===== src/sv/ps2mct_pkg.sv =====
package ps2mct_pkg;

    localparam int PACKET_LEN    = 4;
    localparam int COORD_BITS    = 12;
    localparam int BYTE_BITS     = 8;
    localparam int STEP_BITS     = 8;
    localparam int RES_BITS      = 12;
    localparam int CFG_IDX_BITS  = 2;
    localparam int CFG_DATA_BITS = 12;

    localparam logic [STEP_BITS-1:0] STEP_RESET   = STEP_BITS'(20);
    localparam logic [RES_BITS-1:0]  WIDTH_RESET  = RES_BITS'(1024);
    localparam logic [RES_BITS-1:0]  HEIGHT_RESET = RES_BITS'(768);

    // status byte bit positions
    localparam int BIT_LEFT   = 0;
    localparam int BIT_RIGHT  = 1;
    localparam int BIT_MIDDLE = 2;
    localparam int BIT_ALWAYS = 3;
    localparam int BIT_X_SIGN = 4;
    localparam int BIT_Y_SIGN = 5;
    localparam int BIT_X_OVF  = 6;
    localparam int BIT_Y_OVF  = 7;

    typedef enum logic [CFG_IDX_BITS-1:0] {
        CFG_STEP_SIZE     = 2'd0,
        CFG_SCREEN_WIDTH  = 2'd1,
        CFG_SCREEN_HEIGHT = 2'd2
    } cfg_reg_t;

    typedef struct packed {
        logic [STEP_BITS-1:0] step_size;
        logic [RES_BITS-1:0]  screen_width;
        logic [RES_BITS-1:0]  screen_height;
    } cfg_t;

    typedef struct packed {
        logic                 done;
        logic [BYTE_BITS-1:0] status;
        logic [BYTE_BITS-1:0] dx;
        logic [BYTE_BITS-1:0] dy;
    } packet_t;

endpackage


===== src/sv/ps2mct_if.sv =====
interface ps2mct_byte_if;
    import ps2mct_pkg::*;

    logic                 valid;
    logic                 ready;
    logic [BYTE_BITS-1:0] mouse_byte;

    modport source (output valid, output mouse_byte, input ready);
    modport sink (input valid, input mouse_byte, output ready);
endinterface

interface ps2mct_cursor_if;
    import ps2mct_pkg::*;

    logic                  valid;
    logic                  ready;
    logic [COORD_BITS-1:0] cursor_x;
    logic [COORD_BITS-1:0] cursor_y;
    logic                  left_button;
    logic                  right_button;
    logic                  middle_button;
    logic                  overflow_dropped;

    modport source (
        output valid, output cursor_x, output cursor_y, output left_button,
        output right_button, output middle_button, output overflow_dropped,
        input ready
    );
    modport sink (
        input valid, input cursor_x, input cursor_y, input left_button,
        input right_button, input middle_button, input overflow_dropped,
        output ready
    );
endinterface


===== src/sv/ps2_mouse_cursor_tracker_core.sv =====
// channel  dir  payload                                      request moves
// mouse    in   mouse_byte                                   one raw mouse byte
// cursor   out  cursor_x/y, left/right/middle, dropped flag  one packet result
// cfg      in   cfg_we, cfg_index, cfg_data                  one register write
//
// one byte accepted per cycle while no held result stalls the input; a byte
// passes an input register, then the packet assembler and cursor update
// settle into the result register when the packet-completing byte is consumed.
// reset clears position, buttons and byte position; registers take defaults.
// a held result stalls only a packet-completing byte; other bytes keep flowing.
module ps2_mouse_cursor_tracker_core #(
    parameter int PACKET_LEN = ps2mct_pkg::PACKET_LEN
) (
    input  logic                                 clk,
    input  logic                                 rst_n,
    ps2mct_byte_if.sink                          mouse,
    ps2mct_cursor_if.source                      cursor,
    input  logic                                 cfg_we,
    input  logic [ps2mct_pkg::CFG_IDX_BITS-1:0]  cfg_index,
    input  logic [ps2mct_pkg::CFG_DATA_BITS-1:0] cfg_data
);
    import ps2mct_pkg::*;

    cfg_t                 cfg_reg, cfg_next;
    logic                 byte_vld_reg, byte_vld_next;
    logic [BYTE_BITS-1:0] byte_reg, byte_next;
    packet_t              pkt;
    logic                 out_free;
    logic                 advance;
    logic                 fire;

    always_comb
    begin
        cfg_next = cfg_reg;
        if (cfg_we)
        begin
            case (cfg_reg_t'(cfg_index))
                CFG_STEP_SIZE:     cfg_next.step_size     = cfg_data[STEP_BITS-1:0];
                CFG_SCREEN_WIDTH:  cfg_next.screen_width  = cfg_data[RES_BITS-1:0];
                CFG_SCREEN_HEIGHT: cfg_next.screen_height = cfg_data[RES_BITS-1:0];
                default:           cfg_next = cfg_reg;
            endcase
        end
    end

    assign advance     = !pkt.done || out_free;
    assign fire        = byte_vld_reg && advance;
    assign mouse.ready = !byte_vld_reg || advance;

    always_comb
    begin
        byte_vld_next = byte_vld_reg;
        byte_next     = byte_reg;
        if (fire)
        begin
            byte_vld_next = 1'b0;
        end
        if (mouse.valid && mouse.ready)
        begin
            byte_vld_next = 1'b1;
            byte_next     = mouse.mouse_byte;
        end
    end

    always_ff @(posedge clk or negedge rst_n)
    begin
        if (!rst_n)
        begin
            cfg_reg.step_size     <= STEP_RESET;
            cfg_reg.screen_width  <= WIDTH_RESET;
            cfg_reg.screen_height <= HEIGHT_RESET;
            byte_vld_reg          <= 1'b0;
        end
        else
        begin
            cfg_reg      <= cfg_next;
            byte_vld_reg <= byte_vld_next;
        end
    end

    always_ff @(posedge clk)
    begin
        byte_reg <= byte_next;
    end

    ps2mct_assembler #(
        .PACKET_LEN (PACKET_LEN)
    ) u_assembler (
        .clk       (clk),
        .rst_n     (rst_n),
        .byte_vld  (byte_vld_reg),
        .byte_data (byte_reg),
        .fire      (fire),
        .pkt       (pkt)
    );

    ps2mct_update u_update (
        .clk      (clk),
        .rst_n    (rst_n),
        .pkt      (pkt),
        .fire     (fire),
        .cfg      (cfg_reg),
        .out_free (out_free),
        .cursor   (cursor)
    );

    a_stall_cause: assert property (@(posedge clk) disable iff (!rst_n)
        !mouse.ready |-> (cursor.valid && !cursor.ready && byte_vld_reg && pkt.done))
        else $error("input stalled without a blocked result");

    a_fire_clears: assert property (@(posedge clk) disable iff (!rst_n)
        (fire && !(mouse.valid && mouse.ready)) |=> !byte_vld_reg)
        else $error("consumed byte still marked valid");

endmodule


===== src/sv/ps2mct_assembler.sv =====
module ps2mct_assembler #(
    parameter int PACKET_LEN = ps2mct_pkg::PACKET_LEN
) (
    input  logic                             clk,
    input  logic                             rst_n,
    input  logic                             byte_vld,
    input  logic [ps2mct_pkg::BYTE_BITS-1:0] byte_data,
    input  logic                             fire,
    output ps2mct_pkg::packet_t              pkt
);
    import ps2mct_pkg::*;

    localparam int POS_BITS = $clog2(PACKET_LEN);
    localparam logic [POS_BITS-1:0] LAST_POS = POS_BITS'(PACKET_LEN - 1);

    logic [POS_BITS-1:0]  pos_reg, pos_next;
    logic [BYTE_BITS-1:0] status_reg, status_next;
    logic [BYTE_BITS-1:0] dx_reg, dx_next;
    logic [BYTE_BITS-1:0] dy_reg, dy_next;

    always_comb
    begin
        pos_next    = pos_reg;
        status_next = status_reg;
        dx_next     = dx_reg;
        dy_next     = dy_reg;
        if (fire && !(pos_reg == POS_BITS'(0) && !byte_data[BIT_ALWAYS]))
        begin
            if (pos_reg == POS_BITS'(0))
            begin
                status_next = byte_data;
            end
            else if (pos_reg == POS_BITS'(1))
            begin
                dx_next = byte_data;
            end
            else if (pos_reg == POS_BITS'(2))
            begin
                dy_next = byte_data;
            end
            if (pos_reg == LAST_POS)
            begin
                pos_next = '0;
            end
            else
            begin
                pos_next = pos_reg + POS_BITS'(1);
            end
        end
    end

    always_ff @(posedge clk or negedge rst_n)
    begin
        if (!rst_n)
        begin
            pos_reg    <= '0;
            status_reg <= '0;
            dx_reg     <= '0;
            dy_reg     <= '0;
        end
        else
        begin
            pos_reg    <= pos_next;
            status_reg <= status_next;
            dx_reg     <= dx_next;
            dy_reg     <= dy_next;
        end
    end

    // dy byte is passed through live; last byte only sets done
    always_comb
    begin
        pkt.done   = byte_vld && (pos_reg == LAST_POS);
        pkt.status = status_reg;
        pkt.dx     = dx_reg;
        pkt.dy     = (pos_reg == POS_BITS'(2)) ? byte_data : dy_reg;
    end

    a_pos_range: assert property (@(posedge clk) disable iff (!rst_n)
        pos_reg <= LAST_POS)
        else $error("byte position beyond packet length");

endmodule


===== src/sv/ps2mct_update.sv =====
module ps2mct_update (
    input  logic                  clk,
    input  logic                  rst_n,
    input  ps2mct_pkg::packet_t   pkt,
    input  logic                  fire,
    input  ps2mct_pkg::cfg_t      cfg,
    output logic                  out_free,
    ps2mct_cursor_if.source       cursor
);
    import ps2mct_pkg::*;

    localparam int VW = COORD_BITS + 3;
    localparam logic signed [VW-1:0] LO_BOUND  = VW'(2);
    localparam logic signed [VW-1:0] COORD_MAX = VW'((1 << COORD_BITS) - 1);

    logic [COORD_BITS-1:0] pos_x_reg, pos_x_next;
    logic [COORD_BITS-1:0] pos_y_reg, pos_y_next;
    logic [2:0]            btn_reg, btn_next;
    logic                  out_vld_reg, out_vld_next;
    logic                  drop_reg, drop_next;

    logic                  dropped;
    logic                  x_neg, x_pos, y_neg, y_pos;
    logic signed [VW-1:0]  step_s, vx, vy, dx_s, dy_s;

    function automatic logic [COORD_BITS-1:0] clamp(input logic signed [VW-1:0] v,
                                                    input logic [RES_BITS-1:0] res);
        logic signed [VW-1:0] hi;
        logic signed [VW-1:0] r;
        hi = $signed(VW'(res)) - VW'(2);
        if (hi < LO_BOUND)
        begin
            hi = LO_BOUND;
        end
        if (hi > COORD_MAX)
        begin
            hi = COORD_MAX;
        end
        r = v;
        if (r < LO_BOUND)
        begin
            r = LO_BOUND;
        end
        if (r > hi)
        begin
            r = hi;
        end
        return r[COORD_BITS-1:0];
    endfunction

    always_comb
    begin
        dropped = pkt.status[BIT_X_OVF] || pkt.status[BIT_Y_OVF];
        x_neg   = pkt.status[BIT_X_SIGN];
        y_neg   = pkt.status[BIT_Y_SIGN];
        x_pos   = !x_neg && (pkt.dx != '0);
        y_pos   = !y_neg && (pkt.dy != '0);
        step_s  = $signed(VW'(cfg.step_size));

        dx_s = '0;
        if (x_neg)
        begin
            dx_s = -step_s;
        end
        else if (x_pos)
        begin
            dx_s = step_s;
        end

        // screen y grows downward
        dy_s = '0;
        if (y_neg)
        begin
            dy_s = step_s;
        end
        else if (y_pos)
        begin
            dy_s = -step_s;
        end

        vx = $signed(VW'(pos_x_reg)) + dx_s;
        vy = $signed(VW'(pos_y_reg)) + dy_s;

        pos_x_next   = pos_x_reg;
        pos_y_next   = pos_y_reg;
        btn_next     = btn_reg;
        drop_next    = drop_reg;
        out_vld_next = out_vld_reg;
        if (cursor.ready)
        begin
            out_vld_next = 1'b0;
        end
        if (fire && pkt.done)
        begin
            out_vld_next = 1'b1;
            drop_next    = dropped;
            if (!dropped)
            begin
                btn_next   = pkt.status[BIT_MIDDLE:BIT_LEFT];
                pos_x_next = clamp(vx, cfg.screen_width);
                pos_y_next = clamp(vy, cfg.screen_height);
            end
        end
    end

    always_ff @(posedge clk or negedge rst_n)
    begin
        if (!rst_n)
        begin
            pos_x_reg   <= '0;
            pos_y_reg   <= '0;
            btn_reg     <= '0;
            out_vld_reg <= 1'b0;
        end
        else
        begin
            pos_x_reg   <= pos_x_next;
            pos_y_reg   <= pos_y_next;
            btn_reg     <= btn_next;
            out_vld_reg <= out_vld_next;
        end
    end

    always_ff @(posedge clk)
    begin
        drop_reg <= drop_next;
    end

    assign out_free                = !out_vld_reg || cursor.ready;
    assign cursor.valid            = out_vld_reg;
    assign cursor.cursor_x         = pos_x_reg;
    assign cursor.cursor_y         = pos_y_reg;
    assign cursor.left_button      = btn_reg[BIT_LEFT];
    assign cursor.right_button     = btn_reg[BIT_RIGHT];
    assign cursor.middle_button    = btn_reg[BIT_MIDDLE];
    assign cursor.overflow_dropped = drop_reg;

    a_low_clamp: assert property (@(posedge clk) disable iff (!rst_n)
        (out_vld_reg && !drop_reg) |-> (pos_x_reg >= COORD_BITS'(2) &&
                                        pos_y_reg >= COORD_BITS'(2)))
        else $error("cursor below lower clamp after a moving packet");

endmodule


===== src/flat_wrapper.sv =====
// flat-port wrapper written by rule: the top's interface ports become plain ports
module ps2_mouse_cursor_tracker_core_flat import ps2mct_pkg::*;
#(
    parameter int PACKET_LEN = ps2mct_pkg::PACKET_LEN
)
  (clk, rst_n, cfg_we, cfg_index, cfg_data, mouse_valid, mouse_mouse_byte, mouse_ready, cursor_valid, cursor_cursor_x, cursor_cursor_y, cursor_left_button, cursor_right_button, cursor_middle_button, cursor_overflow_dropped, cursor_ready);
  ps2mct_byte_if mouse_i ();
  ps2mct_cursor_if cursor_i ();
  input  logic clk;
  input  logic rst_n;
  input  logic cfg_we;
  input  logic [ps2mct_pkg::CFG_IDX_BITS-1:0] cfg_index;
  input  logic [ps2mct_pkg::CFG_DATA_BITS-1:0] cfg_data;
  input wire logic [$bits(mouse_i.valid)-1:0] mouse_valid;
  input wire logic [$bits(mouse_i.mouse_byte)-1:0] mouse_mouse_byte;
  output wire logic [$bits(mouse_i.ready)-1:0] mouse_ready;
  output wire logic [$bits(cursor_i.valid)-1:0] cursor_valid;
  output wire logic [$bits(cursor_i.cursor_x)-1:0] cursor_cursor_x;
  output wire logic [$bits(cursor_i.cursor_y)-1:0] cursor_cursor_y;
  output wire logic [$bits(cursor_i.left_button)-1:0] cursor_left_button;
  output wire logic [$bits(cursor_i.right_button)-1:0] cursor_right_button;
  output wire logic [$bits(cursor_i.middle_button)-1:0] cursor_middle_button;
  output wire logic [$bits(cursor_i.overflow_dropped)-1:0] cursor_overflow_dropped;
  input wire logic [$bits(cursor_i.ready)-1:0] cursor_ready;
  assign mouse_i.valid = mouse_valid;
  assign mouse_i.mouse_byte = mouse_mouse_byte;
  assign mouse_ready = mouse_i.ready;
  assign cursor_valid = cursor_i.valid;
  assign cursor_cursor_x = cursor_i.cursor_x;
  assign cursor_cursor_y = cursor_i.cursor_y;
  assign cursor_left_button = cursor_i.left_button;
  assign cursor_right_button = cursor_i.right_button;
  assign cursor_middle_button = cursor_i.middle_button;
  assign cursor_overflow_dropped = cursor_i.overflow_dropped;
  assign cursor_i.ready = cursor_ready;
  ps2_mouse_cursor_tracker_core #(.PACKET_LEN(PACKET_LEN)) u_core (.clk(clk), .rst_n(rst_n), .mouse(mouse_i), .cursor(cursor_i), .cfg_we(cfg_we), .cfg_index(cfg_index), .cfg_data(cfg_data));
endmodule

===== config.mk =====
export PLATFORM = sky130hd
export DESIGN_NAME = ps2_mouse_cursor_tracker_core_flat
export DESIGN_NICKNAME = d
export VERILOG_FILES = /design/src/sv/ps2mct_pkg.sv /design/src/sv/ps2mct_if.sv /design/src/sv/ps2_mouse_cursor_tracker_core.sv /design/src/sv/ps2mct_assembler.sv /design/src/sv/ps2mct_update.sv /design/src/flat_wrapper.sv
export SDC_FILE = /design/constraint.sdc
export NUM_CORES = 1
export LEC_CHECK = 0
export BUFFER_PORTS_ARGS = -buffer_cell sky130_fd_sc_hd__buf_2
export CAP_MARGIN = 0
export CORE_ASPECT_RATIO = 1.1
export CORE_MARGIN = 8
export CORE_UTILIZATION = 25
export CTS_BUF_LIST = sky130_fd_sc_hd__clkbuf_4
export DETAILED_ROUTE_END_ITERATION = 16
export PLACE_DENSITY_LB_ADDON = 0.3
export SLEW_MARGIN = 25
export SYNTH_ARGS = -nofsm -noshare
export SYNTH_HDL_FRONTEND = slang
export SYNTH_SLANG_ARGS = --single-unit

===== constraint.sdc =====
create_clock -name clk -period 7.08 [get_ports clk]
set_input_delay 1.416 -clock clk [delete_from_list [all_inputs] [get_ports clk]]
set_output_delay 1.416 -clock clk [all_outputs]
set_load 0.03 [all_outputs]

==> results.py <==
metrics = {
    "routing": {
        "routed_wl_um": 19000,
        "first_pass_iters": 4,
        "via_per_inst": 4.84,
        "drt_iter0_drc": 211,
        "routed-via-count": 5717,
        "drt.antenna.violating_nets": 0,
        "routedWlPerCell_um": 16.1,
        "drc": 0,
    },
    "clock_tree": {
        "cts_tree": "built",
        "cts-root-buf": "clkbuf_4",
        "htree_levels": 3,
        "postCtsHoldBufs": 0,
        "clk_latency_ns": 0.49,
        "cts_buffer_depth": 2,
        "path_clk_slew_ns": 0.18,
        "cts.sinks": 95,
        "numCtsBuffers": 9,
    },
    "yosys": {
        "synth.distinct_cells": 69,
        "syn_area_mm2": 0.00701,
        "synth_mux_area_share_pct": 11.7,
        "synth-compound-area-share_pct": 13.0,
        "syn_nets": 847,
        "synth-xor-area-share_pct": 4.75,
        "synth_top_family_by_area": "simple AND/OR/NAND/NOR gates",
        "yosysSeqAreaShare_pct": 34.7,
        "synth_fa_ha_area_share_pct": 12.4,
        "synth_edf_count": 9,
        "synthFlopType": "dfrtp_1",
        "ys_seq_elements": 95,
        "synthSimpleGateAreaFrac_pct": 20.3,
        "async_reset_ff_share_pct": 90.5,
        "yosys_warnings": 0,
        "synth_cells": 752,
        "avgSynthCellArea_um2": 9.32,
    },
    "critical_path": {
        "path_class": "reg -> reg",
        "slowest_delay_ns": 0.53,
        "cp-end-kind": "register",
        "cp.required_ns": 7.48,
        "cp-start-kind": "register",
        "crit_fanout": 9,
        "cp_slowest_cell": "or4_1",
        "arrival_ns": 7.02,
    },
    "floorplanning": {
        "initial_core_util_pct": 25.3,
        "row_count": 64,
        "placeableCoreArea_mm2": 0.0277,
        "die_w_um": 176,
        "dieArea_mm2": 0.0337,
        "die_h_um": 192,
        "ios": 57,
    },
    "hold_path": {
        "hp-class": "reg -> reg",
    },
    "grt": {
        "antenna_found_initial": 8,
        "grt_max_degree": 79,
        "grtUsageTotal_pct": 11.5,
        "grt_pass1_vias": 5749,
        "overflow": 0,
        "grt_pass1_wl_um": 30800,
    },
    "sta": {
        "tightestPinTransition_ns": 0.736,
        "setup_viol": 0,
        "rsz0062_at_grt": "false",
        "finalCriticalPeriod_ns": 6.62,
        "max_freq_mhz": 151,
        "final.period_utilization_pct": 93.5,
        "hold_viol": 0,
        "maxSlewHeadroom_pct": 50.9,
        "tns_ns": 0,
        "slew_violations": 0,
        "fin_worst_skew_ns": 0.0391,
    },
    "finish": {
        "largest_reg_flops": 32,
        "fin_nets": 902,
        "drive_gt1_share_pct": 20.3,
        "fin_util_pct": 28.5,
        "fill_cells": 3052,
        "area_delta_synth_final_pct": 12.8,
    },
    "placement": {
        "gp_congestion": 0.831,
        "port_buffers": 56,
        "dpl.hpwl_um": 15300,
    },
    "job": {
        "maxCapViolCount": 0,
    },
    "run_status": {
        "run_status": "completed",
    },
}
-- cells in the final DEF, fill, tap and decap left out, drive strengths merged, types with 7 or more instances in the layout --
| cell | Yosys | layout |
|---|---|---|
| or2 | 13 | 13 |
| nor4 | 13 | 13 |
| nor3 | 27 | 27 |
| mux2i | 19 | 19 |
| o21ai | 42 | 42 |
| o211ai | 8 | 8 |
| inv | 35 | 38 |
| edfxtp | 9 | 9 |
| nand2b | 7 | 7 |
| a21oi | 25 | 25 |
| xor2 | 22 | 22 |
| nor2b | 23 | 23 |
| ha | 66 | 66 |
| nand3b | 8 | 8 |
| o31ai | 8 | 8 |
| mux2 | 56 | 56 |
| dfrtp | 81 | 81 |
| nor2 | 64 | 64 |
| nand2 | 74 | 74 |
| nand3 | 17 | 17 |
| clkbuf | 18 | 9 |
| xnor2 | 16 | 16 |
| buf | 6 | 68 |
-- synth_stat cells (7+ instances only) --
| master | number | area, µm² |
|---|---|---|
| xor2_1 | 22 | 193 |
| inv_1 | 35 | 131 |
| nand2b_1 | 7 | 43.8 |
| o31ai_1 | 8 | 60.1 |
| edfxtp_1 | 9 | 270 |
| o21ai_0 | 37 | 185 |
| mux2_2 | 56 | 631 |
| o211ai_1 | 8 | 60.1 |
| nor2b_1 | 23 | 144 |
| mux2i_1 | 19 | 190 |
| nand3b_1 | 8 | 60.1 |
| nor4_1 | 12 | 75.1 |
| a21oi_1 | 25 | 125 |
| nand3_1 | 17 | 85.1 |
| xnor2_1 | 16 | 140 |
| ha_1 | 66 | 826 |
| nor3_1 | 26 | 130 |
| dfrtp_1 | 81 | 2030 |
| clkbuf_1 | 18 | 67.6 |
| nand2_1 | 74 | 278 |
| or2_2 | 10 | 62.6 |
| nor2_1 | 63 | 236 |
-- layer usage --
layer	part of all wire, %	global-route usage [%]	vias to the layer above
li1	-	-	2849
met1	47	14.3	2743
met2	47	19.2	86
met3	3.7	2.38	33
met4	2.2	4.14	6
met5	0.22	0	-
-- worst max-delay path, delay by kind of cell (launching register included) --
family	cells	cell delay, ns
AO/OA/AOI/OAI	9	1.76
XOR/XNOR	1	0.18
adder cells (fa/ha/maj)	4	1.22
buffers and inverters	5	0.72
flip-flops	1	0.42
multiplexers	1	0.34
AND/OR/NAND/NOR	8	1.89
-- cells by family (layout without fill, tap and decap cells) --
kind of cell / Yosys count / count (layout)
AO/OA/AOI/OAI: 136 / 136
AND/OR/NAND/NOR: 280 / 280
adder cells (fa/ha/maj): 68 / 68
flip-flops: 95 / 95
buffers and inverters: 60 / 120
XOR/XNOR: 38 / 38
other: 0 / 5
multiplexers: 75 / 75
-- what timing repair did --
action | CTS | global route
resized for setup | 0 | 3
endpoints found under the setup margin | 0 | 12
buffers inserted | 0 | 1
-- worst paths after layout --
kind | from | to | slack, ns | cells after the start
setup reg to reg | u_core.u_assembler.pos_reg[0]$_DFFE_PN0P_ | u_core.u_update.cursor.cursor_y[1]$_DFFE_PN0P_ | 0.46 | 28
hold / removal | u_core.u_assembler.status_reg[6]$_DFFE_PN0P_ | u_core.u_assembler.status_reg[6]$_DFFE_PN0P_ | 0.52 | 1
min in group asynchronous | rst_n | u_core.u_update.cursor.cursor_x[8]$_DFFE_PN0P_ | 0.71 | 1
hold reg to reg | u_core.u_assembler.status_reg[6]$_DFFE_PN0P_ | u_core.u_assembler.status_reg[6]$_DFFE_PN0P_ | 0.52 | 1
setup / recovery | u_core.u_assembler.pos_reg[0]$_DFFE_PN0P_ | u_core.u_update.cursor.cursor_y[1]$_DFFE_PN0P_ | 0.46 | 28
max in group asynchronous | rst_n | u_core.u_update.cursor.cursor_x[4]$_DFFE_PN0P_ | 5.39 | 2
-- cell type report --
class | count | area [µm²] | share of cell area (%)
diodes | 5 | 12.5 | 0.158
clock buffers | 9 | 67.6 | 0.855
clock inverters | 7 | 67.6 | 0.855
inverters | 36 | 135 | 1.71
multi-input cells | 597 | 4360 | 55.2
flip-flops and latches | 95 | 2430 | 30.7
well taps | 363 | 454 | 5.75
repair buffers | 68 | 377 | 4.76
-- per-stage QoR --
step,setup WS (ns),cell area (µm²),cells,hold WS (ns)
after floorplan,0.726,7010,752,0.470
after global placement,0.425,7730,1158,0.480
final,0.460,7900,1180,0.519
after global routing,0.0114,7900,1177,0.538
after CTS,0.280,7870,1174,0.525
after detailed placement,0.300,7730,1158,0.486
Power is left out: the tool's default activity adds up to more than one toggle a clock period on the data nets, which glitch-free logic cannot reach.
